### src/rtl/egbb_pkg.sv
// Shared types and constants of the edge-gated box blur.
// Used by egbb_grad and edge_gated_box_blur; depends on nothing.
package egbb_pkg;

  localparam int PIX_W      = 48;  // edge RGB in [23:0], color RGB in [47:24]
  localparam int CHAN_W     = 8;
  localparam int CFG_DIM_W  = 11;
  localparam int THRESH_W   = 23;
  localparam int SQ_W       = 20;  // one squared gradient, at most 1020*1020
  localparam int GRAD_W     = 11;  // signed gradient, -1020..1020
  localparam int FIFO_DEPTH = 8;
  localparam int FIFO_PTR_W = $clog2(FIFO_DEPTH);
  localparam int FIFO_CNT_W = $clog2(FIFO_DEPTH + 1);

  localparam logic [CFG_DIM_W-1:0] WIDTH_RST  = 11'd1024;
  localparam logic [CFG_DIM_W-1:0] HEIGHT_RST = 11'd1024;
  localparam logic [THRESH_W-1:0]  THRESH_RST = 23'd1;

  typedef enum logic [1:0] {
    CFG_FRAME_WIDTH    = 2'd0,
    CFG_FRAME_HEIGHT   = 2'd1,
    CFG_EDGE_THRESHOLD = 2'd2
  } cfg_idx_t;

  // 3x3 window: [row][col][bits], row 0 is the oldest line, col 2 the newest pixel
  typedef logic [2:0][2:0][PIX_W-1:0] win_t;

  typedef struct packed {
    logic res;       // this item produces an output pixel
    logic interior;
    logic last;
  } ctl_t;

  typedef struct packed {
    logic [3*CHAN_W-1:0] rgb;  // red in the low byte
    logic                blurred;
    logic                last;
  } res_t;

endpackage

### src/rtl/egbb_grad.sv
// Window arithmetic: Sobel gradients, squared sum, threshold and box blur.
// Two register stages; depends on egbb_pkg.
module egbb_grad (
  input  logic                          clk,
  input  logic                          rst_n,
  input  egbb_pkg::win_t                win,
  input  egbb_pkg::ctl_t                ctl,
  input  logic [egbb_pkg::THRESH_W-1:0] thresh,
  output logic                          res_vld,
  output egbb_pkg::res_t                res,
  output logic [1:0]                    pend
);
  import egbb_pkg::*;

  // floor(v/9) for 8-bit v via reciprocal 57/512, exact over 0..255
  function automatic logic [4:0] div9(input logic [CHAN_W-1:0] v);
    logic [14:0] p;
    p = 15'(v) * 15'd57;
    return p[13:9];
  endfunction

  ctl_t                     a_ctl_r, b_ctl_r;
  logic signed [GRAD_W-1:0] a_gx_r [3];
  logic signed [GRAD_W-1:0] a_gy_r [3];
  logic [3*CHAN_W-1:0]      a_blur_r, a_cent_r, b_blur_r, b_cent_r;
  logic [SQ_W-1:0]          b_sq_r [6];

  logic signed [GRAD_W-1:0] gx [3];
  logic signed [GRAD_W-1:0] gy [3];
  logic [9:0]               px, nx, py, ny;
  logic [CHAN_W-1:0]        bsum;
  logic [3*CHAN_W-1:0]      blur, cent;
  logic signed [2*GRAD_W-1:0] sq [6];
  logic [THRESH_W-1:0]      total;
  logic                     edge_hit;

  // stage a: gradients and blur sums from the window
  always_comb begin
    blur = '0;
    cent = '0;
    for (int k = 0; k < 3; k++) begin
      px = 10'(win[0][2][8*k +: 8]) + {1'b0, win[1][2][8*k +: 8], 1'b0}
         + 10'(win[2][2][8*k +: 8]);
      nx = 10'(win[0][0][8*k +: 8]) + {1'b0, win[1][0][8*k +: 8], 1'b0}
         + 10'(win[2][0][8*k +: 8]);
      py = 10'(win[2][0][8*k +: 8]) + {1'b0, win[2][1][8*k +: 8], 1'b0}
         + 10'(win[2][2][8*k +: 8]);
      ny = 10'(win[0][0][8*k +: 8]) + {1'b0, win[0][1][8*k +: 8], 1'b0}
         + 10'(win[0][2][8*k +: 8]);
      gx[k] = $signed({1'b0, px}) - $signed({1'b0, nx});
      gy[k] = $signed({1'b0, py}) - $signed({1'b0, ny});
      bsum = '0;
      for (int r = 0; r < 3; r++) begin
        for (int c = 0; c < 3; c++) begin
          bsum = bsum + 8'(div9(win[r][c][24 + 8*k +: 8]));
        end
      end
      blur[8*k +: 8] = bsum;
      cent[8*k +: 8] = win[1][1][24 + 8*k +: 8];
    end
  end

  always_ff @(posedge clk) begin
    if (!rst_n) begin
      a_ctl_r <= '0;
      b_ctl_r <= '0;
    end else begin
      a_ctl_r <= ctl;
      b_ctl_r <= a_ctl_r;
    end
  end

  // stage b: squares
  always_comb begin
    for (int k = 0; k < 3; k++) begin
      sq[2*k]   = a_gx_r[k] * a_gx_r[k];
      sq[2*k+1] = a_gy_r[k] * a_gy_r[k];
    end
  end

  always_ff @(posedge clk) begin
    for (int k = 0; k < 3; k++) begin
      a_gx_r[k] <= gx[k];
      a_gy_r[k] <= gy[k];
    end
    a_blur_r <= blur;
    a_cent_r <= cent;
    for (int i = 0; i < 6; i++) begin
      b_sq_r[i] <= sq[i][SQ_W-1:0];
    end
    b_blur_r <= a_blur_r;
    b_cent_r <= a_cent_r;
  end

  // last stage: sum, compare, select
  always_comb begin
    total = '0;
    for (int i = 0; i < 6; i++) begin
      total = total + THRESH_W'(b_sq_r[i]);
    end
    edge_hit    = b_ctl_r.interior && (total >= thresh);
    res.rgb     = edge_hit ? b_blur_r : b_cent_r;
    res.blurred = edge_hit;
    res.last    = b_ctl_r.last;
    res_vld     = b_ctl_r.res;
    pend        = 2'(a_ctl_r.res) + 2'(b_ctl_r.res);
  end

endmodule

### config.mk
export PLATFORM = sky130hd
export DESIGN_NAME = egbb_grad
export DESIGN_NICKNAME = d
export VERILOG_FILES = /design/src/rtl/egbb_pkg.sv /design/src/rtl/egbb_grad.sv
export SDC_FILE = /design/constraint.sdc
export NUM_CORES = 2
export LEC_CHECK = 0
export ABC_AREA = 0
export BUFFER_PORTS_ARGS = -buffer_cell sky130_fd_sc_hd__buf_2
export CAP_MARGIN = 0
export CORE_UTILIZATION = 35
export DETAILED_ROUTE_END_ITERATION = 8
export PLACE_DENSITY_LB_ADDON = 0.15
export SLEW_MARGIN = 15
export SYNTH_ARGS = -nofsm -noshare
export SYNTH_HDL_FRONTEND = slang
export SYNTH_SLANG_ARGS = --single-unit
### constraint.sdc
create_clock -name clk -period 17.25 [get_ports clk]
set_input_delay 1.725 -clock clk [delete_from_list [all_inputs] [get_ports clk]]
set_output_delay 1.725 -clock clk [all_outputs]
set_load 0.03 [all_outputs]
==> impl_metrics.env <==
export IMPL_outcome="finished, final reports clean"
export IMPL_min_to="b_cent_r[9]"
export IMPL_worstPathArrival_ps=8480
export IMPL_holdBufCountCts=0
export IMPL_die_w_um=418
export IMPL_drcViolationCount=0
export IMPL_synthToLayoutAreaGrowth_pct=10.4
export IMPL_dpl_hpwl_um=116000
export IMPL_hold_path_startpoint="a_cent_r[9]"
export IMPL_worstMarginPinSlew_ps=880
export IMPL_critPathKind="flop to output port"
export IMPL_die_h_um=418
export IMPL_numCtsBuffers=39
export IMPL_cts_resized=0
export IMPL_period_share=0.591
export IMPL_start_util=0.352
export IMPL_async_flop_share=0
export IMPL_ys_ff_latch=282
export IMPL_crit_path_start_kind="flop"
export IMPL_layout_common_cells="1408 x inv_1, 1187 x fa_1, 1031 x ha_1, 464 x buf_2, 282 x dfxtp_1"
export IMPL_core_area_mm2=0.172
export IMPL_seq_area_frac_synth=0.0934
export IMPL_drtIter0Drc=1187
export IMPL_antenna_found_initial=60
export IMPL_holdCritPathClass="flop to flop"
export IMPL_drv_cap=0
export IMPL_rows=152
export IMPL_slowest_stage="nor4b_1"
export IMPL_synthFlopType="dfxtp_1"
export IMPL_synth_avg_cell_area_um2=10.3
export IMPL_grt_pass1_wl_um=217000
export IMPL_syn_area_mm2=0.0605
export IMPL_r2r_slack_ps=11560
export IMPL_htreeDepth=2
export IMPL_synthCells=5893
export IMPL_cts_setup_buffers=0
export IMPL_cts_root_to_sink_buffers=3
export IMPL_synth_top_area_share=0.393
export IMPL_clk_latency_ps=610
export IMPL_cp_max_fo=25
export IMPL_cts_root_buffer="clkbuf_16"
export IMPL_rsz0062_at_grt="no"
export IMPL_drive_gt1_frac=0.0964
export IMPL_slew_headroom=0.409
export IMPL_min_path_cells=0
export IMPL_die_area_mm2=0.174
export IMPL_clkTransAtPathRegs_ps=60
export IMPL_numPortBuffers=464
export IMPL_timing_hold_violations_final=0
export IMPL_synthDistinctLibCells=74
export IMPL_clock_skew_ps=24.3
export IMPL_fin_crit_ps=10200
export IMPL_reg2reg_from="a_gx_r[0][10]"
export IMPL_wl_um=128000
export IMPL_via_count=39100
export IMPL_grt_overflow_total=0
export IMPL_cts_tree="yes"
export IMPL_synth_warnings=0
export IMPL_final_common_cell="inv_1"
export IMPL_place_congestion=0.806
export IMPL_crit_path_max_incr_delay_ps=520
export IMPL_clock_fmax_mhz=98.0
export IMPL_rr_worst_depth=15
export IMPL_clock_sinks=282
export IMPL_setup_viol=0
export IMPL_final_nets=8999
export IMPL_wl_per_cell_um=14.7
export IMPL_grt_total_usage=0.155
export IMPL_viasPerCell=4.50
export IMPL_r2r_end="b_sq_r[0][19]"
export IMPL_fillers=17300
export IMPL_drv_slew=0
export IMPL_io_pins=489
export IMPL_grt_max_degree=26
export IMPL_setup_tns_ps=0
export IMPL_synth_area_leaders="fa_1 39%, ha_1 21%, dfxtp_1 9.3%, inv_1 8.7%, xnor2_1 3.5%"
export IMPL_syn_nets=8571
export IMPL_first_global_vias=43100
export IMPL_synth_top_area_cell="fa_1"
export IMPL_drt_first_pass_iters=5
export IMPL_antenna_left=0
export IMPL_cp_end_kind="output port"
export IMPL_synth_edff_count=0
export IMPL_worstPathRequired_ps=15520
## cells in the mapped netlist (all sizes together) (7+ instances only)
master	n
inv	1408
fa	1187
ha	1031
dfxtp	282
and2	270
xnor2	241
a21oi	182
nor2	170
nand2	155
xor2	139
o21ai	91
a21o	71
clkbuf	70
nor2b	62
o21a	54
nand2b	45
nor3	43
and3	42
o31ai	42
o21bai	40
mux2	29
or3	22
or2	21
nor4	19
a211oi	18
a31o	17
a2111oi	15
o211a	15
a31oi	14
nand3	11
nand4	11
a311o	9
buf	8
a311oi	7
o211ai	7
o311ai	7
## how the worst max path moves through the flow
| stage | start | to | slack (ps) | cells past startpoint |
|---|---|---|---|---|
| 2_1_floorplan | b_sq_r[1][6] | res[10] | 8720 | 28 |
| 3_3_place_gp | b_sq_r[1][6] | res[5] | 7590 | 30 |
| 3_5_place_dp | b_sq_r[1][6] | res[4] | 7620 | 30 |
| 4_1_cts | b_sq_r[1][6] | res[5] | 6890 | 30 |
| 5_1_grt | b_sq_r[1][6] | res[5] | 6320 | 30 |
| 6_report | b_sq_r[1][6] | res[5] | 7050 | 30 |
## routing by layer
layer | share of wire | GRT usage | vias to the layer above
met5 | 0.0027 | 0 | -
met4 | 0.024 | 0.0389 | 58
met3 | 0.041 | 0.0269 | 182
met2 | 0.52 | 0.280 | 428
met1 | 0.41 | 0.189 | 19200
li1 | - | - | 19300
## area by class of cell
type                            instances  area (µm²)  share of cell area
Tap cell                             2310        2890              0.0433
Timing Repair Buffer                  465        2330              0.0349
Clock inverter                         23         280             0.00420
Antenna cell                           33        82.6             0.00124
Multi-Input combinational cell       4125       49200               0.737
Inverter                             1408        5290              0.0792
Sequential cell                       282        5650              0.0846
Clock buffer                           48        1050              0.0157
## critical path, delay by kind of cell, from the launching register on
kind	cells	cell delay, ps
adder cells (fa/ha/maj)	6	2440
AO/OA/AOI/OAI	10	2050
AND/OR/NAND/NOR	7	1480
buffers and inverters	4	770
multiplexers	1	410
XOR/XNOR	2	400
flip-flops	1	300
## state kept, by name (all words and copies together), names as in the netlist
name,cells
a_ctl_r,3
b_ctl_r,1
b_blur_r,24
a_gy_r,33
b_cent_r,24
a_gx_r,33
res,1
a_cent_r,24
a_blur_r,24
b_sq_r,114
res_vld,1
## per-stage QoR
step / setup slack (ps) / cells / instance area [µm²] / hold WS [ps] / util
floorplan: 8720 / 5893 / 60500 / 310 / -
global route: 6320 / 8691 / 66700 / 326 / 0.389
finish: 7050 / 8694 / 66700 / 320 / 0.389
CTS: 6890 / 8661 / 66700 / 316 / 0.389
global placement: 7590 / 8590 / 65300 / 310 / 0.381
detailed placement: 7620 / 8590 / 65300 / 312 / 0.381
## cells by family after synthesis
logic type	after synthesis	share of synthesized area
xor gates and xnor gates	380	0.0551
AOI/OAI and AO/OA	617	0.0687
other	1	0.0000620
buffers and inverters	1486	0.0931
and+or+nand+nor	880	0.0768
adders and majority gates	2218	0.606
muxes	29	0.00658
DFF	282	0.0934
Power is left out: the tool's default activity adds up to more than one toggle a clock period on the data nets, which glitch-free logic cannot reach.
